## config.mk

```make
export PLATFORM = sky130hd
export DESIGN_NAME = multi_channel_sonar_echo_timer
export DESIGN_NICKNAME = d
export VERILOG_FILES = /design/src/mcset_pkg.sv /design/src/multi_channel_sonar_echo_timer.sv
export VERILOG_INCLUDE_DIRS = /design/src /design/src/src
export SDC_FILE = /design/constraint.sdc
export NUM_CORES = 1
export LEC_CHECK = 0
export BUFFER_PORTS_ARGS = -buffer_cell sky130_fd_sc_hd__buf_2
export CAP_MARGIN = 40
export CORE_ASPECT_RATIO = 1.2
export CORE_UTILIZATION = 35
export DETAILED_ROUTE_END_ITERATION = 10
export GPL_TIMING_DRIVEN = 0
export PLACE_DENSITY = 0.58
export SYNTH_ARGS = -nofsm -noshare
export SYNTH_HDL_FRONTEND = slang
export SYNTH_SLANG_ARGS = --single-unit
export TNS_END_PERCENT = 10
```

## constraint.sdc

```tcl
create_clock -name clk -period 10.5 [get_ports clk]
set_input_delay 1.05 -clock clk [delete_from_list [all_inputs] [get_ports clk]]
set_output_delay 1.05 -clock clk [all_outputs]
set_load 0.01 [all_outputs]
```

## src/multi_channel_sonar_echo_timer_defines.svh

```systemverilog
// assertion macros for the sonar echo timer
`ifndef MULTI_CHANNEL_SONAR_ECHO_TIMER_DEFINES_SVH
`define MULTI_CHANNEL_SONAR_ECHO_TIMER_DEFINES_SVH

`ifndef ASSERT_OFF

`define ASSERT_ALWAYS(name, expr) \
    name: assert property (@(posedge clk) disable iff (!rst_n) (expr)) \
        else $error("assertion failed");

`define ASSERT_IMPLIES(name, ante, cons) \
    name: assert property (@(posedge clk) disable iff (!rst_n) (ante) |-> (cons)) \
        else $error("assertion failed");

`define ASSERT_NEXT(name, ante, cons) \
    name: assert property (@(posedge clk) disable iff (!rst_n) (ante) |=> (cons)) \
        else $error("assertion failed");

`else

`define ASSERT_ALWAYS(name, expr)
`define ASSERT_IMPLIES(name, ante, cons)
`define ASSERT_NEXT(name, ante, cons)

`endif

`endif

```

## src/mcset_pkg.sv

```systemverilog
package mcset_pkg;

    localparam int CHANNELS_DEF  = 4;
    localparam int TIME_BITS_DEF = 32;
    localparam int TIME_W        = 32;
    localparam int TIMEOUT_W     = 20;
    localparam int DIST_W        = 31;
    localparam int MASK_W        = 4;
    localparam int CH_W          = 2;
    localparam int Q_W           = 15;
    localparam int Q_SHIFT       = 16;

    localparam logic [TIMEOUT_W-1:0] TIMEOUT_RESET = 20'd30000;
    // 0.34 mm/us in q16
    localparam logic [Q_W-1:0]       MM_PER_US_Q16 = 15'd22282;

    typedef enum logic [1:0] {
        OP_PING      = 2'd0,
        OP_ECHO      = 2'd1,
        OP_READ_TIME = 2'd2,
        OP_READ_DIST = 2'd3
    } op_t;

    typedef struct packed {
        op_t              op;
        logic [CH_W-1:0]  channel;
        logic [TIME_W-1:0] now_us;
    } in_t;

    typedef struct packed {
        logic [MASK_W-1:0] trigger_mask;
        logic [TIME_W-1:0] time_us;
        logic [DIST_W-1:0] distance_mm;
        logic              no_data;
    } out_t;

endpackage

```

## src/multi_channel_sonar_echo_timer.sv

```systemverilog
// Ultrasonic time-of-flight capture for CHANNELS sensors. Each beat on the input
// channel is a ping, an echo or a read, stamped with a free-running microsecond
// time that wraps modulo 2^TIME_BITS; each beat gives exactly one result beat.
// The block takes one beat per cycle while the output is not stalled. Each beat
// goes from the input register through the channel state update (one subtract
// and one timeout compare per channel) into the second register, then through
// the constant multiply that turns time into millimetres (time * 22282 >> 16)
// into the output register. Up to three beats are held inside, so a stalled
// output blocks the input after three beats.
// Reset clears the waiting, armed and echo-time state; ping start times need no clearing.
// The timeout register is written through cfg_we/cfg_wdata; the user must write it only
// while no beat is in flight, as the block itself does not enforce this.
`include "multi_channel_sonar_echo_timer_defines.svh"

module multi_channel_sonar_echo_timer
    import mcset_pkg::*;
#(
    parameter int CHANNELS  = CHANNELS_DEF,
    parameter int TIME_BITS = TIME_BITS_DEF
) (
    input  logic                 clk,
    input  logic                 rst_n,
    input  logic                 cfg_we,
    input  logic [TIMEOUT_W-1:0] cfg_wdata,
    input  logic                 in_valid,
    output logic                 in_ready,
    input  in_t                  in_beat,
    output logic                 out_valid,
    input  logic                 out_ready,
    output out_t                 out_beat
);

    localparam int PROD_W = TIME_BITS + Q_W;

    logic                 s1_valid_reg;
    in_t                  s1_beat_reg;
    logic                 s2_valid_reg;
    logic [MASK_W-1:0]    s2_mask_reg;
    logic [TIME_BITS-1:0] s2_t_reg;
    logic                 s2_nd_reg;
    logic                 out_valid_reg;
    out_t                 out_beat_reg;
    out_t                 out_beat_next;
    logic [TIMEOUT_W-1:0] timeout_reg;

    logic [CHANNELS-1:0]  waiting_reg, waiting_next;
    logic [CHANNELS-1:0]  armed_reg, armed_next;
    logic [TIME_BITS-1:0] ping_start_reg [CHANNELS];
    logic [TIME_BITS-1:0] ping_start_next [CHANNELS];
    logic [TIME_BITS-1:0] echo_time_reg [CHANNELS];
    logic [TIME_BITS-1:0] echo_time_next [CHANNELS];

    logic                 out_free, s2_free, s1_fire, s2_fire;
    logic [TIME_BITS-1:0] now_t;
    logic [TIME_BITS-1:0] elapsed [CHANNELS];
    logic [CHANNELS-1:0]  late, sel, ping_hit;
    logic [CHANNELS+MASK_W-1:0] ping_hit_ext;

    logic                 hit, rd_wait, rd_late;
    logic [TIME_BITS-1:0] rd_el, rd_echo;
    logic [MASK_W-1:0]    s2_mask_next;
    logic [TIME_BITS-1:0] s2_t_next;
    logic                 s2_nd_next;
    logic [PROD_W-1:0]    prod;

    // handshake chain
    assign out_free  = !out_valid_reg || out_ready;
    assign s2_free   = !s2_valid_reg || out_free;
    assign s2_fire   = s2_valid_reg && out_free;
    assign s1_fire   = s1_valid_reg && s2_free;
    assign in_ready  = !s1_valid_reg || s2_free;
    assign out_valid = out_valid_reg;
    assign out_beat  = out_beat_reg;

    assign now_t = s1_beat_reg.now_us[TIME_BITS-1:0];

    always_comb
    begin
        for (int i = 0; i < CHANNELS; i++)
        begin
            elapsed[i]  = now_t - ping_start_reg[i];
            late[i]     = TIME_W'(elapsed[i]) > TIME_W'(timeout_reg);
            sel[i]      = int'(s1_beat_reg.channel) == i;
            ping_hit[i] = !waiting_reg[i] || late[i];
        end
    end

    assign ping_hit_ext = {{MASK_W{1'b0}}, ping_hit};

    // selected channel read
    always_comb
    begin
        hit     = 1'b0;
        rd_wait = 1'b0;
        rd_late = 1'b0;
        rd_el   = '0;
        rd_echo = '0;
        for (int i = 0; i < CHANNELS; i++)
        begin
            if (sel[i])
            begin
                hit     = 1'b1;
                rd_wait = waiting_reg[i];
                rd_late = late[i];
                rd_el   = elapsed[i];
                rd_echo = echo_time_reg[i];
            end
        end
    end

    // state update and result for the item in stage one
    always_comb
    begin
        waiting_next    = waiting_reg;
        armed_next      = armed_reg;
        ping_start_next = ping_start_reg;
        echo_time_next  = echo_time_reg;
        s2_mask_next    = '0;
        s2_t_next       = '0;
        s2_nd_next      = 1'b0;
        unique case (s1_beat_reg.op) inside
            OP_PING:
            begin
                for (int i = 0; i < CHANNELS; i++)
                begin
                    if (ping_hit[i])
                    begin
                        ping_start_next[i] = now_t;
                        waiting_next[i]    = 1'b1;
                        armed_next[i]      = 1'b1;
                    end
                end
                s2_mask_next = ping_hit_ext[MASK_W-1:0];
            end
            OP_ECHO:
            begin
                for (int i = 0; i < CHANNELS; i++)
                begin
                    if (sel[i] && armed_reg[i])
                    begin
                        echo_time_next[i] = elapsed[i];
                        waiting_next[i]   = 1'b0;
                        armed_next[i]     = 1'b0;
                    end
                end
            end
            OP_READ_TIME, OP_READ_DIST:
            begin
                if (hit)
                begin
                    if (!rd_wait)
                        s2_t_next = rd_echo;
                    else if (rd_late)
                        s2_nd_next = 1'b1;
                    else
                        s2_t_next = rd_el;
                end
            end
            default:
            begin
                s2_mask_next = '0;
            end
        endcase
    end

    // millimetres from microseconds
    assign prod = PROD_W'(s2_t_reg) * PROD_W'(MM_PER_US_Q16);

    always_comb
    begin
        out_beat_next.trigger_mask = s2_mask_reg;
        out_beat_next.time_us      = TIME_W'(s2_t_reg);
        out_beat_next.distance_mm  = DIST_W'(prod >> Q_SHIFT);
        out_beat_next.no_data      = s2_nd_reg;
    end

    always_ff @(posedge clk or negedge rst_n)
    begin
        if (!rst_n)
        begin
            timeout_reg   <= TIMEOUT_RESET;
            s1_valid_reg  <= 1'b0;
            s2_valid_reg  <= 1'b0;
            out_valid_reg <= 1'b0;
            waiting_reg   <= '0;
            armed_reg     <= '0;
            for (int i = 0; i < CHANNELS; i++)
                echo_time_reg[i] <= '0;
        end
        else
        begin
            if (cfg_we)
                timeout_reg <= cfg_wdata;
            if (in_ready)
                s1_valid_reg <= in_valid;
            if (s2_free)
                s2_valid_reg <= s1_valid_reg;
            if (out_free)
                out_valid_reg <= s2_valid_reg;
            if (s1_fire)
            begin
                waiting_reg   <= waiting_next;
                armed_reg     <= armed_next;
                echo_time_reg <= echo_time_next;
            end
        end
    end

    // payload registers
    always_ff @(posedge clk)
    begin
        if (in_ready && in_valid)
            s1_beat_reg <= in_beat;
        if (s1_fire)
        begin
            ping_start_reg <= ping_start_next;
            s2_mask_reg    <= s2_mask_next;
            s2_t_reg       <= s2_t_next;
            s2_nd_reg      <= s2_nd_next;
        end
        if (s2_fire)
            out_beat_reg <= out_beat_next;
    end

    `ASSERT_ALWAYS(a_wait_armed_match, waiting_reg == armed_reg)
    `ASSERT_NEXT(a_s1_moves_to_s2, s1_fire, s2_valid_reg)
    `ASSERT_IMPLIES(a_nd_clears_time, s2_valid_reg && s2_nd_reg, s2_t_reg == '0 && s2_mask_reg == '0)
    `ASSERT_IMPLIES(a_mask_only_on_ping, s1_fire && s1_beat_reg.op != OP_PING, s2_mask_next == '0)
    `ASSERT_NEXT(a_ping_arms_all, s1_fire && s1_beat_reg.op == OP_PING, &waiting_reg)

endmodule
```

# Yosys cells after proc, flatten, opt, wreduce, memory -nomap -nowiden

Index checks and enable logic that the tools add are counted.

Flip-flop bits (word level): 424
Input bits: 61
Output and inout bits: 70
Word-level logic and storage cells: 120

Add/sub/neg operators: 4
Multiply operators: 1
Magnitude comparators: 4
Equal/unequal tests: 14
Mux-type cells: 32
Reduce and logical (&&, ||, !) cells: 39

Operator list:

| operator                                             | count |
|---|---|
| 2-to-1 mux 32 bit                                    | 10 |
| greater-than comparator 32 x 20 -> 1 bit             | 4 |
| subtractor 32 bit                                    | 4 |
| multiplier 32 x 14 -> 46 bit (second input constant) | 1 |
| AND reduction 3 bit                                  | 9 |
| 2-to-1 mux 1 bit                                     | 21 |
| AND reduction 4 bit                                  | 4 |
| == test 2 bit (second input constant)                | 4 |
| != test 2 x 1 -> 1 bit (second input constant)       | 4 |
| != test 2 bit (second input constant)                | 4 |
| one-hot mux 4 bit (2 select lines)                   | 1 |
| logical AND 1 bit                                    | 7 |
| zero test 1 bit                                      | 7 |
| logical OR 1 bit                                     | 7 |
| == test 2 x 1 -> 1 bit (second input constant)       | 2 |
| zero test 2 bit                                      | 2 |
| AND reduction 2 bit                                  | 1 |
| nonzero test 2 bit                                   | 1 |
| OR reduction 2 bit                                   | 1 |

# Logic depth before layout (Yosys ltp)

Depth after elaboration: 8
Gate-level depth with buffers: 25
Gate-level depth less buffers: 24

# Worst setup path after synthesis

OpenSTA, ideal clock, no wires.

Kind: flip-flop to flip-flop
From: reg s2_t_reg[14]
To: reg out_beat_reg, in the netlist out_beat[18], data pin
Data arrival time: 5.670 ns
Slack: 4.635 ns
Stages on the path, launching flop included: 24
Buffers on the path: 1
Path through: edfxtp_1 ha_1 fa_1 fa_1 inv_1 fa_1 inv_1 fa_1 inv_1 fa_1 inv_1 ha_1 clkbuf_1 nand4_1 nor2_1 a221oi_1 o21ai_0 o2111ai_1 a21boi_0 o21a_1 o21a_1 o21ai_0 nand2_1 o311ai_0

Word-level cells in the longest chain between the ends: 1

Ends and longest elaborated chain:

| what                         | line                                  | text |
|---|---|---|
| start: declaration           | multi_channel_sonar_echo_timer.sv:39  | `logic [TIME_BITS-1:0] s2_t_reg;` |
| start signal: assignment     | multi_channel_sonar_echo_timer.sv:218 | `s2_t_reg <= s2_t_next;` |
| multiplier 32 x 14 -> 46 bit | multi_channel_sonar_echo_timer.sv:167 | `assign prod = PROD_W'(s2_t_reg) * PROD_W'(MM_PER_US_Q16);` |
| net prod[33]                 | multi_channel_sonar_echo_timer.sv:64  | `logic [PROD_W-1:0] prod;` |
| end signal: assignment       | multi_channel_sonar_echo_timer.sv:222 | `out_beat_reg <= out_beat_next;` |
| end: declaration             | multi_channel_sonar_echo_timer.sv:42  | `out_t out_beat_reg;` |

The timed path passes the listed nets, and every way through them passes these cells.
A chain may end at the register's enable or synchronous reset.

==> PnR_summary.wiki <==
{| class="wikitable"
! Metric !! Value
|-
| Clock network power share || 17.7%
|-
| Switch Pwr || 4260 µW
|-
| Count of cells resized by post-cts repair || 0
|-
| Routed wire length || 95100 µm
|-
| Number of violations of the max-capacitance limit || 0
|-
| Area growth from synthesis to final layout || 13.1%
|-
| Util after Layout || 40.1%
|-
| Async SR Flop Fraction || 36.6%
|-
| Antenna viol nets, final || 0
|-
| Peak supply drop || 0.000224 V
|-
| Setup repair after global routing missed its margin || false
|-
| Overall overflow remaining after global route || 0
|-
| Die height || 334 µm
|-
| Share of layout cells above drive strength 1 || around a tenth
|-
| CTS root buf || clkbuf_16
|-
| Half-perimeter wire length of the detailed placement result || 76800 µm
|-
| Portion of synthesized cell area occupied by the leading cell type || around a quarter
|-
| Maximum number of pins on one net before global-route repair || 92
|-
| Finish-stage setup viols || 0
|-
| Critical path data arrival time || 8.02 ns
|-
| Result of the run || completed
|-
| Max Root-Sink Buffers || 3
|-
| Via count of the routed design || 24100
|-
| Hold buffer count at cts || 0
|-
| Cell types with the highest counts after synthesis || 445 x inv_1, 432 x nand2_1, 407 x ha_1
|-
| Setup CP Type || reg -> reg
|-
| Mapped Avg Cell Area || about 10 µm²
|-
| Rows || between 100 and 150
|-
| Clock sink count || 424
|-
| Number of enable flip-flop cells after synthesis || roughly 270
|-
| Combined area of all synthesized cells || approximately 32000 µm²
|-
| Slew at the pin closest to its max-slew limit || 0.923 ns
|-
| CTS H-Tree Depth || 2
|-
| Largest fanout on the critical path || 12
|-
| Worst Hold Class || in -> async
|-
| Post-synthesis cell type with the largest combined area || edfxtp_1
|-
| Net count, final || 3989
|-
| Worst slew margin relative to its limit || a little under two fifths
|-
| Time the worst path needs with I/O delays and setup || slightly below 8 ns
|-
| Peak Freq || about 0.13 GHz
|-
| Clock tree from TritonCTS || built
|-
| Drt initial violations || 1408
|-
| Period utilisation layout || approximately three quarters
|-
| Number of nets in the synthesized netlist || 3789
|-
| Synthesis warning total || 0
|-
| Final Hold Violating Endpoints || 0
|-
| Combinational power share || 56.4%
|-
| Finished Layout Cells || 4659
|-
| Worst-case clock skew || 0.0279 ns
|-
| Number of buffers inserted by port buffering || 129
|-
| Most used standard cell by instance count after synthesis || inv_1
|-
| Post-synthesis instance total || 3184
|-
| Critical Path Sink Type || flop
|-
| Synth top area cells || edfxtp_1 25%, ha_1 16%, dfrtp_1 11%, fa_1 8.5%, inv_1 5.2%
|-
| Sum of negative setup slack || 0 ns
|-
| Power Dens Cells || 281 nW/µm²
|-
| Worst-skew pair later-pin latency || 0.63 ns
|-
| I/O pins || 131
|-
| Unique masters post-synth || 81
|-
| Initial antenna violation count || 4
|-
| Sequential fraction of the synthesis area || 37.1%
|-
| Flop pwr share || ~26%
|-
| Leading register cell type out of synthesis || edfxtp_1
|-
| Synth Register Bits || 424
|-
| Setup Buffers After CTS || 0
|-
| Post-route DRC || 0
|-
| Clock transition at the registers of the reported paths || 0.06 ns
|-
| Wire length of the first global-routing pass || 144000 µm
|-
| Number of buffers created by CTS || 51
|-
| Starting density of the core || 35.4%
|-
| Placer Congestion || 0.956
|-
| Cell Int Power || 5970 µW
|-
| Switching fraction of total power || 41.6%
|-
| Worst EP required || around 11 ns
|-
| Final routed wire length divided by cell count || between 20 and 25 µm
|-
| Vias in the first global route || 24300
|-
| Startpoint kind of the worst setup timing path || flop
|-
| Number of iterations in the first detailed-routing pass || 5
|-
| Total GRT Usage || about a fifth
|-
| Floorplan die area || 93300 µm²
|-
| Total leakage power || 0.0169 µW
|-
| Post-placement cell count || 4561
|-
| Final Max Slew Viols || 0
|-
| Avg Vias per Cell || 5.18
|-
| Die boundary width || 279 µm
|-
| Standard cell core area || 91000 µm²
|}
-- through the flow --
stage	instance area [µm²]	setup slack, ns	power (µW)	hold WS, ns
floorplan	32200	4.63	7070	0.400
global placement	34400	2.25	8380	0.404
detailed placement	34700	2.90	8470	0.405
CTS	36400	2.88	10300	0.364
global route	36400	2.76	11300	0.374
finish	36400	2.78	10200	0.352
-- area by class of cell --
| class | count | area [µm²] |
|---|---|---|
| plain buffers | 92 | 359 |
| flip-flops and latches | 424 | 12000 |
| well taps | 1230 | 1540 |
| clock buffers | 72 | 1520 |
| repair buffers | 147 | 942 |
| multi-input cells | 2222 | 18300 |
| fillers | 9013 | 54500 |
| inverters | 446 | 1670 |
| clock inverters | 23 | 166 |
| diodes | 3 | 7.51 |
-- per-layer routing --
layer | GRT usage [%] | up-vias | part of all wire [%]
li1 | - | 11600 | -
met1 | 25.2 | 11800 | 42
met2 | 36.3 | 583 | 50
met3 | 2.55 | 153 | 4.5
met4 | 8.19 | 4 | 4.2
met5 | 0 | - | 0.031
-- worst max-delay path, cell delays in order (launching register included) --
cell,delay (ns)
edfxtp_1,0.68
ha_1,0.33
nor2b_1,0.14
o31ai_1,0.46
a21oi_1,0.31
o21ai_0,0.61
nand2_1,0.24
a21o_1,0.22
a21oi_1,0.17
xnor2_1,0.26
ha_1,0.34
a21o_1,0.17
a21o_1,0.17
a21oi_1,0.37
o2111ai_1,0.38
a22oi_1,0.32
nand4_1,0.17
a2111o_1,0.40
nor4_2,0.37
a211oi_1,0.26
buf_6,0.21
o31ai_1,0.79
-- worst paths after layout --
path	slack, ns	cells past startpoint	from	end
max in group asynchronous	9.19	2	rst_n	timeout_reg[8]
hold reg to reg	0.42	0	s2_mask_reg[0]	out_beat[64]
setup / recovery	2.78	21	now_t[1]	s2_t_reg[4]
min in group clk	0.42	0	s2_mask_reg[0]	out_beat[64]
setup reg to reg	2.78	21	now_t[1]	s2_t_reg[4]
hold / removal	0.35	1	rst_n	out_valid
-- kinds of logic (layout without fill, tap and decap cells) --
kind of cell / count (synthesis) / count (layout) / share of synthesized area [%]
AO/OA/AOI/OAI: 644 / 644 / 13.0
XOR/XNOR: 130 / 130 / 3.53
adder cells (fa/ha/maj): 544 / 544 / 24.3
buffers and inverters: 538 / 780 / 6.31
flip-flops: 424 / 424 / 37.1
multiplexers: 71 / 71 / 3.89
other: 0 / 3 / 0
AND/OR/NAND/NOR: 833 / 833 / 11.9
-- cells in the final DEF (no fill, tap or decap), types with 8 or more instances in the layout --
cell / synthesis / routed
nand4_1: 42 / 42
o21ai_0: 152 / 152
dfrtp_1: 148 / 148
o41ai_1: 10 / 10
o21bai_1: 23 / 23
nand2b_1: 28 / 28
clkinv_1: 0 / 9
ha_1: 407 / 407
nor3_1: 39 / 39
o21a_1: 32 / 32
mux4_2: 41 / 41
mux2_2: 23 / 23
a211o_1: 8 / 8
o21ai_1: 9 / 9
buf_2: 5 / 135
xnor2_1: 84 / 84
nor2_1: 111 / 109
a211oi_1: 31 / 31
o211ai_1: 27 / 27
o221ai_1: 8 / 8
a31oi_1: 15 / 15
fa_1: 137 / 137
buf_1: 9 / 9
nand2_1: 432 / 432
a21boi_0: 8 / 8
and3_1: 33 / 33
and2_1: 16 / 14
a21o_1: 62 / 62
xor2_1: 46 / 46
clkbuf_1: 77 / 88
nor2b_1: 20 / 20
nor4_1: 14 / 14
nand3_1: 45 / 45
inv_1: 445 / 445
or3_1: 22 / 22
edfxtp_1: 269 / 269
o31ai_1: 23 / 23
clkbuf_16: 0 / 57
a21oi_1: 159 / 157
-- power groups by stage --
stage	logic, µW	clock network, µW	registers [µW]
2_1_floorplan	4430	0	2640
3_3_place_gp	5700	0	2680
3_5_place_dp	5780	0	2690
4_1_cts	5830	1860	2650
5_1_grt	6690	1920	2690
6_report	5770	1810	2650
Note: power is estimated with default switching activity, not from simulation.
